--- src/rtl/row_run_line_classifier_unit_assert.svh ---
// ----------------------------------------------------------------------------
// row_run_line_classifier_unit_assert
// Assertion macros for the row run line classifier.
// ----------------------------------------------------------------------------
`ifndef ROW_RUN_LINE_CLASSIFIER_UNIT_ASSERT_SVH
`define ROW_RUN_LINE_CLASSIFIER_UNIT_ASSERT_SVH

// same-cycle implication
`define RRLC_ASSERT_IMP(lbl, clk, rst, ante, cons, msg) \
   lbl: assert property (@(posedge clk) disable iff (rst) (ante) |-> (cons)) \
      else $error(msg);

// next-cycle implication
`define RRLC_ASSERT_NXT(lbl, clk, rst, ante, cons, msg) \
   lbl: assert property (@(posedge clk) disable iff (rst) (ante) |=> (cons)) \
      else $error(msg);

`endif

--- src/rtl/rrlc_pkg.sv ---
// ----------------------------------------------------------------------------
// rrlc_pkg
// Shared types and constants of the row run line classifier.
// ----------------------------------------------------------------------------
package rrlc_pkg;

   localparam int MAX_COLUMNS = 2048;
   localparam int COL_W       = $clog2(MAX_COLUMNS);
   localparam int CMP_W       = COL_W + 2;
   localparam int LEN_W       = 12;
   localparam int POS_W       = 12;
   localparam int CSR_W       = 12;
   localparam int IDX_W       = 2;

   localparam logic [IDX_W-1:0] REG_LINE_WIDTH     = 2'd0;
   localparam logic [IDX_W-1:0] REG_IMAGE_WIDTH    = 2'd1;
   localparam logic [IDX_W-1:0] REG_IMAGE_HEIGHT   = 2'd2;
   localparam logic [IDX_W-1:0] REG_LINE_THRESHOLD = 2'd3;

   localparam logic [10:0] RST_LINE_WIDTH     = 11'd50;
   localparam logic [11:0] RST_IMAGE_WIDTH    = 12'd320;
   localparam logic [11:0] RST_IMAGE_HEIGHT   = 12'd240;
   localparam logic [7:0]  RST_LINE_THRESHOLD = 8'd128;

   localparam logic [2:0] KIND_NONE       = 3'd0;
   localparam logic [2:0] KIND_VERTICAL   = 3'd1;
   localparam logic [2:0] KIND_LEFT       = 3'd2;
   localparam logic [2:0] KIND_RIGHT      = 3'd3;
   localparam logic [2:0] KIND_LEFT_RIGHT = 3'd4;

   localparam logic signed [POS_W-1:0] NONE_POS = 12'hFFF;

   typedef struct packed {
      logic [7:0] pixel;
      logic       row_last;
   } rrlc_req_type;

   typedef struct packed {
      logic [2:0]              kind;
      logic signed [POS_W-1:0] start_x;
      logic signed [POS_W-1:0] end_x;
      logic signed [POS_W-1:0] row_y;
      logic signed [POS_W-1:0] midpoint_x;
   } rrlc_rsp_type;

   // run seen by the classifier on the word that closes it
   typedef struct packed {
      logic             emit;
      logic             found;
      logic [COL_W-1:0] start;
      logic [LEN_W-1:0] length;
      logic [POS_W-1:0] end_col;
   } rrlc_run_type;

endpackage

--- src/rtl/rrlc_tracker.sv ---
// ----------------------------------------------------------------------------
// rrlc_tracker
// Column counter and first-run tracker for one image row.
// ----------------------------------------------------------------------------
module rrlc_tracker (
   input  logic                 clock,
   input  logic                 reset,
   input  logic                 step,
   input  rrlc_pkg::rrlc_req_type word,
   input  logic [7:0]           line_threshold,
   input  logic [11:0]          image_width,
   output rrlc_pkg::rrlc_run_type run
);

   logic [rrlc_pkg::COL_W-1:0] column_ff, column_in;
   logic                       run_found_ff, run_found_in;
   logic [rrlc_pkg::COL_W-1:0] run_start_ff, run_start_in;
   logic [rrlc_pkg::LEN_W-1:0] run_length_ff, run_length_in;
   logic                       row_done_ff, row_done_in;

   logic                       is_line;
   logic                       last;
   logic [rrlc_pkg::CMP_W-1:0] col_next;
   logic [rrlc_pkg::LEN_W-1:0] len_inc;
   logic [rrlc_pkg::POS_W-1:0] width_last;

   assign is_line    = word.pixel >= line_threshold;
   assign col_next   = rrlc_pkg::CMP_W'(column_ff) + rrlc_pkg::CMP_W'(1);
   assign last       = word.row_last
                       || (col_next >= rrlc_pkg::CMP_W'(image_width))
                       || (column_ff == rrlc_pkg::COL_W'(rrlc_pkg::MAX_COLUMNS - 1));
   assign len_inc    = (run_length_ff == '1) ? run_length_ff : run_length_ff + 1'b1;
   assign width_last = image_width - 12'd1;

   always_comb begin
      run              = '0;
      run.found        = run_found_ff;
      run.start        = run_start_ff;
      run.length       = run_length_ff;
      run.end_col      = width_last;
      run_found_in     = run_found_ff;
      run_start_in     = run_start_ff;
      run_length_in    = run_length_ff;
      row_done_in      = row_done_ff;
      if (!row_done_ff) begin
         if (is_line) begin
            run.found = 1'b1;
            if (!run_found_ff) begin
               run.start  = column_ff;
               run.length = rrlc_pkg::LEN_W'(1);
            end else begin
               run.length = len_inc;
            end
            run.emit      = last;
            run_found_in  = 1'b1;
            run_start_in  = run.start;
            run_length_in = run.length;
         end else if (run_found_ff) begin
            run.emit    = 1'b1;
            run.end_col = rrlc_pkg::POS_W'(column_ff);
            row_done_in = 1'b1;
         end else begin
            run.emit = last;
         end
      end
      if (last) begin
         column_in     = '0;
         run_found_in  = 1'b0;
         run_start_in  = '0;
         run_length_in = '0;
         row_done_in   = 1'b0;
      end else begin
         column_in = column_ff + 1'b1;
      end
   end

   always_ff @(posedge clock) begin
      if (reset) begin
         column_ff     <= '0;
         run_found_ff  <= 1'b0;
         run_start_ff  <= '0;
         run_length_ff <= '0;
         row_done_ff   <= 1'b0;
      end else if (step) begin
         column_ff     <= column_in;
         run_found_ff  <= run_found_in;
         run_start_ff  <= run_start_in;
         run_length_ff <= run_length_in;
         row_done_ff   <= row_done_in;
      end
   end

endmodule

--- src/rtl/rrlc_classify.sv ---
// ----------------------------------------------------------------------------
// rrlc_classify
// Sorts a finished run into vertical, left, right or left-right turn, or none.
// ----------------------------------------------------------------------------
module rrlc_classify (
   input  rrlc_pkg::rrlc_run_type run,
   input  logic [10:0]            line_width,
   input  logic [11:0]            image_width,
   input  logic [11:0]            image_height,
   output rrlc_pkg::rrlc_rsp_type result
);

   localparam int M_W = 17;

   logic [M_W-1:0] l, e, s, w, h;
   logic [M_W-1:0] l5, l10, e2, e4, e6, w7, s10;
   logic           is_vert, is_turn, is_lr;
   logic [2:0]     kind;

   assign l   = M_W'(run.length);
   assign e   = M_W'(line_width);
   assign s   = M_W'(run.start);
   assign w   = M_W'(image_width);
   assign h   = M_W'(image_height);
   assign l5  = (l << 2) + l;
   assign l10 = l5 << 1;
   assign e2  = e << 1;
   assign e4  = e << 2;
   assign e6  = (e << 2) + (e << 1);
   assign w7  = (w << 3) - w;
   assign s10 = (s << 3) + (s << 1);

   assign is_vert = (l5 >= e4) && (l5 <= e6);
   assign is_turn = (l >= e2) && (l10 <= w7);
   assign is_lr   = (l >= e4) && (s10 <= h);

   always_comb begin
      kind = rrlc_pkg::KIND_NONE;
      if (run.found) begin
         if (is_vert) begin
            kind = rrlc_pkg::KIND_VERTICAL;
         end else if (is_turn && (s10 <= w)) begin
            kind = rrlc_pkg::KIND_LEFT;
         end else if (is_turn) begin
            kind = rrlc_pkg::KIND_RIGHT;
         end else if (is_lr) begin
            kind = rrlc_pkg::KIND_LEFT_RIGHT;
         end
      end
   end

   always_comb begin
      result.kind = kind;
      if (kind == rrlc_pkg::KIND_NONE) begin
         result.start_x    = rrlc_pkg::NONE_POS;
         result.end_x      = rrlc_pkg::NONE_POS;
         result.row_y      = rrlc_pkg::NONE_POS;
         result.midpoint_x = rrlc_pkg::NONE_POS;
      end else begin
         result.start_x    = rrlc_pkg::POS_W'(run.start);
         result.end_x      = run.end_col;
         result.row_y      = image_height - 12'd1;
         result.midpoint_x = rrlc_pkg::POS_W'(rrlc_pkg::POS_W'(run.start)
                                               + (run.length >> 1));
      end
   end

endmodule

--- src/rtl/row_run_line_classifier_unit.sv ---
// ----------------------------------------------------------------------------
// row_run_line_classifier_unit
// Finds the first line run in the bottom image row and classifies it.
//
// Usage:
//   req_* carries one pixel word per handshake, left to right, row_last on
//   the final pixel of the row. The row also ends at column image_width-1.
//   rsp_* carries one word per row: when the first run of pixels at or above
//   line_threshold ends, or at row end if no run closed earlier.
//   csr_* writes line_width, image_width, image_height, line_threshold;
//   write only while the block is idle.
// Timing:
//   A pixel is held in the input register, then the run update and
//   classification land in the result register, which drives rsp_valid;
//   a stall on rsp_ready can hold the pixel between those registers.
//   One pixel per cycle sustained while rsp_ready stays high.
// Reset clears the row state, both valid flags and loads the register
//   defaults (50, 320, 240, 128).
// A stall on rsp_ready holds the result and freezes the input register;
//   req_ready drops while that register is full during the stall.
// ----------------------------------------------------------------------------
`include "row_run_line_classifier_unit_assert.svh"

module row_run_line_classifier_unit (
   input  logic                               clock,
   input  logic                               reset,
   input  logic                               req_valid,
   output logic                               req_ready,
   input  rrlc_pkg::rrlc_req_type             req_data,
   output logic                               rsp_valid,
   input  logic                               rsp_ready,
   output rrlc_pkg::rrlc_rsp_type             rsp_data,
   input  logic                               csr_we,
   input  logic [rrlc_pkg::IDX_W-1:0]         csr_index,
   input  logic [rrlc_pkg::CSR_W-1:0]         csr_wdata
);

   logic [10:0] line_width_ff;
   logic [11:0] image_width_ff;
   logic [11:0] image_height_ff;
   logic [7:0]  line_threshold_ff;

   logic                   in_valid_ff, in_valid_in;
   rrlc_pkg::rrlc_req_type in_data_ff;
   logic                   rsp_valid_ff, rsp_valid_in;
   rrlc_pkg::rrlc_rsp_type rsp_data_ff;

   logic                   stall;
   logic                   step;
   logic                   accept;
   rrlc_pkg::rrlc_run_type run;
   rrlc_pkg::rrlc_rsp_type result;

   always_ff @(posedge clock) begin
      if (reset) begin
         line_width_ff     <= rrlc_pkg::RST_LINE_WIDTH;
         image_width_ff    <= rrlc_pkg::RST_IMAGE_WIDTH;
         image_height_ff   <= rrlc_pkg::RST_IMAGE_HEIGHT;
         line_threshold_ff <= rrlc_pkg::RST_LINE_THRESHOLD;
      end else if (csr_we) begin
         unique case (csr_index)
            rrlc_pkg::REG_LINE_WIDTH:     line_width_ff     <= csr_wdata[10:0];
            rrlc_pkg::REG_IMAGE_WIDTH:    image_width_ff    <= csr_wdata[11:0];
            rrlc_pkg::REG_IMAGE_HEIGHT:   image_height_ff   <= csr_wdata[11:0];
            rrlc_pkg::REG_LINE_THRESHOLD: line_threshold_ff <= csr_wdata[7:0];
            default: ;
         endcase
      end
   end

   assign stall     = rsp_valid_ff && !rsp_ready;
   assign step      = in_valid_ff && !stall;
   assign req_ready = !in_valid_ff || !stall;
   assign accept    = req_valid && req_ready;

   assign in_valid_in  = accept ? 1'b1 : (step ? 1'b0 : in_valid_ff);
   assign rsp_valid_in = stall ? 1'b1 : (step && run.emit);

   always_ff @(posedge clock) begin
      if (reset) begin
         in_valid_ff  <= 1'b0;
         rsp_valid_ff <= 1'b0;
      end else begin
         in_valid_ff  <= in_valid_in;
         rsp_valid_ff <= rsp_valid_in;
      end
   end

   always_ff @(posedge clock) begin
      if (accept) begin
         in_data_ff <= req_data;
      end
      if (step && run.emit) begin
         rsp_data_ff <= result;
      end
   end

   rrlc_tracker u_tracker (
      .clock          (clock),
      .reset          (reset),
      .step           (step),
      .word           (in_data_ff),
      .line_threshold (line_threshold_ff),
      .image_width    (image_width_ff),
      .run            (run)
   );

   rrlc_classify u_classify (
      .run          (run),
      .line_width   (line_width_ff),
      .image_width  (image_width_ff),
      .image_height (image_height_ff),
      .result       (result)
   );

   assign rsp_valid = rsp_valid_ff;
   assign rsp_data  = rsp_data_ff;

   `RRLC_ASSERT_IMP(a_none_fields, clock, reset,
      rsp_valid_ff && (rsp_data_ff.kind == rrlc_pkg::KIND_NONE),
      (rsp_data_ff.start_x == rrlc_pkg::NONE_POS) && (rsp_data_ff.end_x == rrlc_pkg::NONE_POS)
      && (rsp_data_ff.row_y == rrlc_pkg::NONE_POS)
      && (rsp_data_ff.midpoint_x == rrlc_pkg::NONE_POS),
      "kind none with a position field set")
   `RRLC_ASSERT_IMP(a_mid_order, clock, reset,
      rsp_valid_ff && (rsp_data_ff.kind != rrlc_pkg::KIND_NONE),
      (rsp_data_ff.midpoint_x >= rsp_data_ff.start_x) && (rsp_data_ff.start_x >= 0),
      "midpoint before run start")
   `RRLC_ASSERT_NXT(a_in_hold, clock, reset,
      in_valid_ff && stall,
      in_valid_ff,
      "input word dropped during result stall")

endmodule
--- config.mk ---
export PLATFORM = sky130hd
export DESIGN_NAME = row_run_line_classifier_unit
export DESIGN_NICKNAME = d
export VERILOG_FILES = /design/src/rtl/rrlc_pkg.sv /design/src/rtl/rrlc_tracker.sv /design/src/rtl/rrlc_classify.sv /design/src/rtl/row_run_line_classifier_unit.sv
export VERILOG_INCLUDE_DIRS = /design/src /design/src/rtl
export SDC_FILE = /design/constraint.sdc
export NUM_CORES = 1
export LEC_CHECK = 0
export BUFFER_PORTS_ARGS = -buffer_cell sky130_fd_sc_hd__buf_2
export CORE_ASPECT_RATIO = 1.5
export CORE_MARGIN = 4
export CORE_UTILIZATION = 60
export CTS_BUF_LIST = sky130_fd_sc_hd__clkbuf_4 sky130_fd_sc_hd__clkbuf_8
export CTS_CLUSTER_SIZE = 28
export DETAILED_ROUTE_END_ITERATION = 8
export HOLD_SLACK_MARGIN = 0.15
export PLACE_DENSITY = 0.87
export SETUP_SLACK_MARGIN = 0.15
export SYNTH_ARGS = -nofsm -noshare
export SYNTH_HDL_FRONTEND = slang
export SYNTH_SLANG_ARGS = --single-unit
--- constraint.sdc ---
create_clock -name clock -period 9.01 [get_ports clock]
set_input_delay 0.4505 -clock clock [delete_from_list [all_inputs] [get_ports clock]]
set_output_delay 0.4505 -clock clock [all_outputs]
set_load 0.05 [all_outputs]
Yosys cells after proc, flatten, opt, wreduce, memory -nomap -nowiden
Cells that the tools add are included.
{"block": "op_classes", "mux": 32, "add_sub_neg": 10, "bitwise": 0, "eq_ne": 6, "div": 0, "n_reduce_logical": 23, "order_cmp": 9, "mul": 0, "n_shift": 0}
{"operator": "12-bit two-way mux", "n": 7}
{"operator": "11-bit two-way mux", "n": 5}
{"operator": "48-bit two-way mux", "n": 1}
{"operator": "37-bit two-way mux", "n": 1}
{"operator": "17-bit by 12-bit less-or-equal comparator with 1-bit output", "n": 2}
{"operator": "17-bit less-or-equal comparator", "n": 2}
{"operator": "14-bit by 12-bit adder with 15-bit output", "n": 2}
{"operator": "24-bit two-way mux", "n": 1}
{"operator": "12-bit by 1-bit subtractor with 12-bit output (second input constant)", "n": 2}
{"operator": "17-bit by 13-bit greater-or-equal comparator with 1-bit output", "n": 1}
{"operator": "15-bit by 12-bit subtractor with 16-bit output", "n": 1}
{"operator": "3-bit two-way mux", "n": 5}
{"operator": "13-bit by 12-bit adder with 14-bit output", "n": 1}
{"operator": "12-bit by 13-bit greater-or-equal comparator with 1-bit output", "n": 1}
{"operator": "13-bit by 12-bit greater-or-equal comparator with 1-bit output", "n": 1}
{"operator": "11-bit by 1-bit adder with 12-bit output (second input constant)", "n": 1}
{"operator": "11-bit by 11-bit adder with 12-bit output", "n": 1}
{"operator": "12-bit by 1-bit adder with 12-bit output (second input constant)", "n": 1}
{"operator": "12-bit equality test (second input constant)", "n": 1}
{"operator": "12-bit greater-or-equal comparator", "n": 1}
{"operator": "1-bit two-way mux", "n": 12}
{"operator": "11-bit by 1-bit adder with 11-bit output (second input constant)", "n": 1}
{"operator": "11-bit equality test (second input constant)", "n": 1}
{"operator": "8-bit greater-or-equal comparator", "n": 1}
{"operator": "11 further kinds", "n": 27}
{"block": "word_totals", "input_bits": 28, "romBits": 0, "out_inout_bits": 53, "memories": 0, "ram_bits": 0, "latchBits": 0, "ff_bits": 141}

Logic depth before layout (Yosys ltp)
{"block": "logic_depth", "word_depth": 17, "mapped_depth": 32}

Hierarchy
From an unflattened synthesis, not the netlist that was laid out.
{"block": "unflattened", "cells_unflattened": 1313, "hier_area_um2": 11818.8}
{"mod": "rrlc_classify", "cells_each": 670, "instances": 1, "area_per_inst_um2": 4963.5}
{"mod": "row_run_line_classifier_unit", "cells_each": 240, "instances": 1, "area_per_inst_um2": 3659.8}
{"mod": "rrlc_tracker", "cells_each": 403, "instances": 1, "area_per_inst_um2": 3195.6}

Worst setup path after synthesis
OpenSTA, ideal clock, no wires.
{"block": "synth_timing", "path_kind": "reg-to-reg", "startpoint": "register in_data_ff[1] in the netlist's numbering", "endpoint": "register rsp_data_ff, in the netlist rsp_data[11], data pin", "stages_incl_launch_ff": 28, "setup_ns": 0.266, "t_required_ns": 8.744, "path_slack_ns": 2.409, "n_path_buf": 1, "t_arrival_ns": 6.335, "cell_sequence": "edfxtp_1 -> inv_1 -> ha_1 -> nand2b_1 -> a2111o_1 -> a21o_1 -> a31oi_1 -> or2_1 -> buf_2 -> clkinv_2 -> ha_1 -> and3_1 -> a221o_1 -> a311oi_2 -> o32ai_4 -> a221o_1 -> a21o_1 -> a21oi_1 -> xnor2_1 -> ha_1 -> nand4_1 -> or4_1 -> o221a_2 -> a31o_2 -> nor3_2 -> a311oi_1 -> a211oi_2 -> or3b_1"}
{"block": "synth_via", "elab_chain_cells": 12, "word_cells_on_any_way": 23}
{"item": "start: declaration", "line": "row_run_line_classifier_unit.sv:44", "text": "rrlc_pkg::rrlc_req_type in_data_ff;"}
{"item": "start signal: assignment", "line": "row_run_line_classifier_unit.sv:91", "text": "in_data_ff <= req_data;"}
{"item": "8-bit greater-or-equal comparator (*)", "line": "rrlc_tracker.sv:27", "text": "assign is_line = word.pixel >= line_threshold;"}
{"item": "24-bit two-way mux (*)", "line": "rrlc_tracker.sv:46", "text": "if (is_line) begin"}
{"item": "37-bit two-way mux (*)", "line": "rrlc_tracker.sv:45", "text": "if (!row_done_ff) begin"}
{"item": "14-bit by 12-bit adder with 15-bit output", "line": "rrlc_classify.sv:31", "text": "assign s10 = (s << 3) + (s << 1);"}
{"item": "17-bit by 12-bit less-or-equal comparator with 1-bit output", "line": "rrlc_classify.sv:35", "text": "assign is_lr = (l >= e4) && (s10 <= h);"}
{"item": "1-bit logical AND", "line": "rrlc_classify.sv:35"}
{"item": "3-bit two-way mux", "line": "rrlc_classify.sv:46", "text": "end else if (is_lr) begin"}
{"item": "3-bit two-way mux", "line": "rrlc_classify.sv:44", "text": "end else if (is_turn) begin"}
{"item": "3-bit two-way mux", "line": "rrlc_classify.sv:42", "text": "end else if (is_turn && (s10 <= w)) begin"}
{"item": "3-bit two-way mux", "line": "rrlc_classify.sv:40", "text": "if (is_vert) begin"}
{"item": "3-bit two-way mux", "line": "rrlc_classify.sv:39", "text": "if (run.found) begin"}
{"item": "3-bit zero test", "line": "rrlc_classify.sv:54", "text": "if (kind == rrlc_pkg::KIND_NONE) begin"}
{"item": "end signal: assignment", "line": "row_run_line_classifier_unit.sv:94", "text": "rsp_data_ff <= result;"}
{"item": "end: declaration", "line": "row_run_line_classifier_unit.sv:46", "text": "rrlc_pkg::rrlc_rsp_type rsp_data_ff;"}
Every way passes the cells marked *; elsewhere a longest branch is shown, timed or not.
A chain may end at the register's enable or synchronous reset.

Worst setup path in the final report
Same ends and word-level chain as after synthesis.

==> results.md <==
- Sequential area share after synthesis: 29.8%
- Drt total wl: 33200 µm
- Number of storage elements in the synthesis netlist: 141
- Cell depth of the worst min-delay path: 1
- Maximum vdd drop: 0.108 mV
- 1st-pass router iterations: 9
- Post CTS Setup Buffer Count: 0
- Combinational power share: 18.1%
- Clock-pin transition on the worst setup and hold timing paths: 0.09 ns
- Distinct cell type count of the synthesized netlist: 90
- Number of levels the H-tree was split into: 4
- Number of endpoints with negative hold slack in the final report: 0
- Quantity of gates resized following cts: 0
- Die extent in x: 121 µm
- Wire length per cell after detailed routing: 20.0 µm
- Buffers on Ports: 80
- Required time of the critical path: 9.24 ns
- Count of unresolved DRC violations after routing: 1
- Final worst path period need: 7.85 ns
- Power after layout: 1.46 mW
- Avg Vias per Cell: 6.41
- Top achievable clock speed: 127 MHz
- Leakage power summed over all cells: 5.09 nW
- Post-Synthesis Mean Instance Area: 8.52 µm²
- Hold-fix buffers, CTS: 0
- Minimum hold slack: 0.159 ns
- CTS tree: done
- Result of the run: finished, violations left
- Power Dens Cells: 117 nW/µm²
- Die Outline Area: 21400 µm²
- Setup violators final: 0
- Post-synthesis instance area: 11500 µm²
- Synth-to-Final Area Change: 8.41%
- Worst min-delay path category: in2reg
- Core Area: 18700 µm²
- Most instantiated library cell after synthesis: sky130_fd_sc_hd__nand2_1
- Critical path start-end classification: reg2reg
- Effective utilization at floorplan: 61.3%
- Final cell area excluding filler cells: 12400 µm²
- Reported max-cap violation count: 0
- DR vias: 10700
- Sequential power share: 47.3%
- Residual antenna-violating net count after detailed routing: 0
- Via count of the first global-routing pass: 10300
- Sw Share: 31.0%
- DPL Wire Length: 25100 µm
- Share of cells above drive strength 1: 11.7%
- Fraction of power consumed by the clock network: 34.6%
- I/O pin count: 81
- Share of Yosys cell area claimed by the top area cell type: 15.8%
- Global Route Usage Sum: 30.9%
- Most area-consuming cells after synthesis: sky130_fd_sc_hd__ha_1, sky130_fd_sc_hd__edfxtp_1, sky130_fd_sc_hd__dfxtp_1
- Die height: 177 µm
- Setup repair after global routing missed its margin: false
- Cell types with the highest counts after synthesis: sky130_fd_sc_hd__nand2_1, sky130_fd_sc_hd__ha_1, sky130_fd_sc_hd__a21oi_1
- Clock sink count: 141
- Synthesis warning total: 0
- Top_reg_cell synth: sky130_fd_sc_hd__dfxtp_1
- Multi-input combinational cell area: 7450 µm²
- Async S/R FF share, synth: 0%
- Final global-route overflow total: 0
- Cell accounting for the most synthesized area: sky130_fd_sc_hd__ha_1
- Critical Path Source Type: flip-flop
- Pin slew with the least headroom to its limit: 1.08 ns
- Number of buffers between clock root and the deepest sink: 2
- Area after detailed placement: 12000 µm²
- Wire length of the first global-routing pass: 52500 µm
- Max-slew violation total from the final report: 0
- Syn Nets: 1521
- Final critical-path share of the clock period: 87.2%
- Final net count: 1575
- Number of buffers created by CTS: 17
- Worst Path Max Fanout: 48
- FF-to-FF path depth: 27
- Initial drt markers: 1211
- Data arrival time of the worst path: 8.08 ns
- Root buffer cell: sky130_fd_sc_hd__clkbuf_8
- Internal power: 1.01 mW
- Weighted congestion reported at the end of routability-driven placement: 0.986
- Antenna violations before repair: 0
- Final core area utilization: 66.5%
- Mapped Cells: 1346
- Ant diodes: 0
- Filler cell count: 1486
- Latest clock arrival within the worst-skew pair: 0.47 ns
- Clock skew: 0.0173 ns
- Combined flip-flop and latch cell area: 3420 µm²
- Post-Route Setup TNS: 0 ns
- Switching power of the nets: 0.452 mW
- Violated checks: DRC
- # rows: 61
- Slew Limit Headroom: 27.2%
- Number of enable flip-flop cells after synthesis: 60
- Nature of the critical path endpoint: flip-flop
- Pin count of the biggest net entering global routing: 64
layer usage:
layer  GRT usage, %  vias to the layer above  share of wire, %
met1           35.2                     4919                36
met2           54.3                      616                49
met3           4.30                      153               8.0
met4           19.0                        0               7.0
met5              0                        -                 0
li1               -                     4984                 -
per-stage QoR:
step	cells	worst slack, ns
floorplan	1346	2.41
global placement	1633	1.39
detailed placement	1633	1.27
CTS	1665	1.22
global route	1665	0.772
finish	1665	1.16
final timing paths:
path,start,to,slack (ns)
min,req_data[0],in_data_ff[0]$_DFFE_PP_,0.16
min reg2reg,line_threshold_ff[5]$_SDFFE_PP0P_,line_threshold_ff[5]$_SDFFE_PP0P_,0.46
max reg2reg,in_data_ff[1]$_DFFE_PP_,rsp_data[11]$_SDFFCE_PN1P_,1.16
max,in_data_ff[1]$_DFFE_PP_,rsp_data[11]$_SDFFCE_PN1P_,1.16
registers in the layout, summed over array words and instances, names as in the netlist:
signal / cells
image_height_ff: 12
u_tracker.row_done_ff: 1
u_tracker.column_ff: 11
u_tracker.run_found_ff: 1
in_data_ff: 9
u_tracker.run_start_ff: 11
image_width_ff: 12
in_valid_ff: 1
u_tracker.run_length_ff: 12
line_width_ff: 11
rsp_valid: 1
rsp_data: 51
line_threshold_ff: 8
critical path, cell delays in order, from the launching register on:
cell,delay (ns)
sky130_fd_sc_hd__edfxtp_1,0.36
sky130_fd_sc_hd__inv_1,0.06
sky130_fd_sc_hd__ha_1,0.22
sky130_fd_sc_hd__nand2b_1,0.14
sky130_fd_sc_hd__a2111o_1,0.46
sky130_fd_sc_hd__a21o_1,0.38
sky130_fd_sc_hd__a31oi_1,0.24
sky130_fd_sc_hd__or2_1,0.35
sky130_fd_sc_hd__clkinv_2,0.28
sky130_fd_sc_hd__ha_1,0.37
sky130_fd_sc_hd__and3_1,0.18
sky130_fd_sc_hd__a221o_1,0.32
sky130_fd_sc_hd__a311oi_2,0.32
sky130_fd_sc_hd__o32ai_4,0.14
sky130_fd_sc_hd__a221o_1,0.35
sky130_fd_sc_hd__a21o_1,0.19
sky130_fd_sc_hd__a21oi_1,0.17
sky130_fd_sc_hd__xnor2_1,0.14
sky130_fd_sc_hd__ha_1,0.32
sky130_fd_sc_hd__nand4_1,0.13
sky130_fd_sc_hd__or4_1,0.52
sky130_fd_sc_hd__o221a_2,0.26
sky130_fd_sc_hd__a31o_2,0.25
sky130_fd_sc_hd__nor3_2,0.35
sky130_fd_sc_hd__a311oi_1,0.15
sky130_fd_sc_hd__a211oi_4,0.32
sky130_fd_sc_hd__buf_12,0.25
sky130_fd_sc_hd__or3b_1,0.36
logic make-up (layout without fill, tap and decap cells):
logic type	after synthesis	count (layout)	share of synthesized area (%)
XOR/XNOR	90	90	6.94
multiplexers	16	16	1.44
flip-flops	141	141	29.8
AO/OA/AOI/OAI	356	356	20.9
AND/OR/NAND/NOR	442	442	19.0
adder cells (fa/ha/maj)	150	150	16.4
buffers and inverters	151	218	5.43
layout make-up:
| cell class | instances | area share (%) |
|---|---|---|
| multi-input combinational | 1054 | 59.9 |
| sequential | 141 | 27.5 |
| timing repair buffer | 93 | 4.11 |
| inverter | 93 | 2.83 |
| tap | 252 | 2.54 |
| clock buffer | 19 | 2.05 |
| clock inverter | 13 | 1.06 |
cell usage in the layout (no fill, tap or decap), types with 11 or more instances in the layout:
| cell | synthesis | layout |
|---|---|---|
| sky130_fd_sc_hd__nand2b_1 | 22 | 22 |
| sky130_fd_sc_hd__nor2_1 | 66 | 66 |
| sky130_fd_sc_hd__o21a_1 | 19 | 19 |
| sky130_fd_sc_hd__nor2b_1 | 13 | 13 |
| sky130_fd_sc_hd__nand3_1 | 29 | 29 |
| sky130_fd_sc_hd__and3_1 | 17 | 17 |
| sky130_fd_sc_hd__nor3_1 | 21 | 20 |
| sky130_fd_sc_hd__ha_1 | 145 | 145 |
| sky130_fd_sc_hd__buf_4 | 0 | 12 |
| sky130_fd_sc_hd__a21oi_1 | 119 | 119 |
| sky130_fd_sc_hd__edfxtp_1 | 60 | 60 |
| sky130_fd_sc_hd__inv_1 | 88 | 87 |
| sky130_fd_sc_hd__a31oi_1 | 15 | 15 |
| sky130_fd_sc_hd__nand2_1 | 182 | 182 |
| sky130_fd_sc_hd__a22o_1 | 13 | 13 |
| sky130_fd_sc_hd__a21o_1 | 27 | 27 |
| sky130_fd_sc_hd__nor4_1 | 12 | 11 |
| sky130_fd_sc_hd__o21ai_0 | 51 | 50 |
| sky130_fd_sc_hd__nand3b_1 | 15 | 15 |
| sky130_fd_sc_hd__mux2i_1 | 12 | 12 |
| sky130_fd_sc_hd__xnor2_1 | 62 | 62 |
| sky130_fd_sc_hd__nand4_1 | 20 | 20 |
| sky130_fd_sc_hd__dfxtp_1 | 81 | 81 |
| sky130_fd_sc_hd__buf_2 | 13 | 80 |
| sky130_fd_sc_hd__xor2_1 | 27 | 27 |
| sky130_fd_sc_hd__o211ai_1 | 18 | 18 |
| sky130_fd_sc_hd__clkbuf_8 | 0 | 18 |
power by group through the flow:
stage | Combinational [mW] | Sequential, mW | Clock [mW]
finish | 0.264 | 0.690 | 0.505
detailed placement | 0.257 | 0.704 | 0
global placement | 0.250 | 0.703 | 0
floorplan | 0.181 | 0.707 | 0
CTS | 0.259 | 0.689 | 0.505
global route | 0.288 | 0.691 | 0.532
Power figures use the tool's default switching activity.
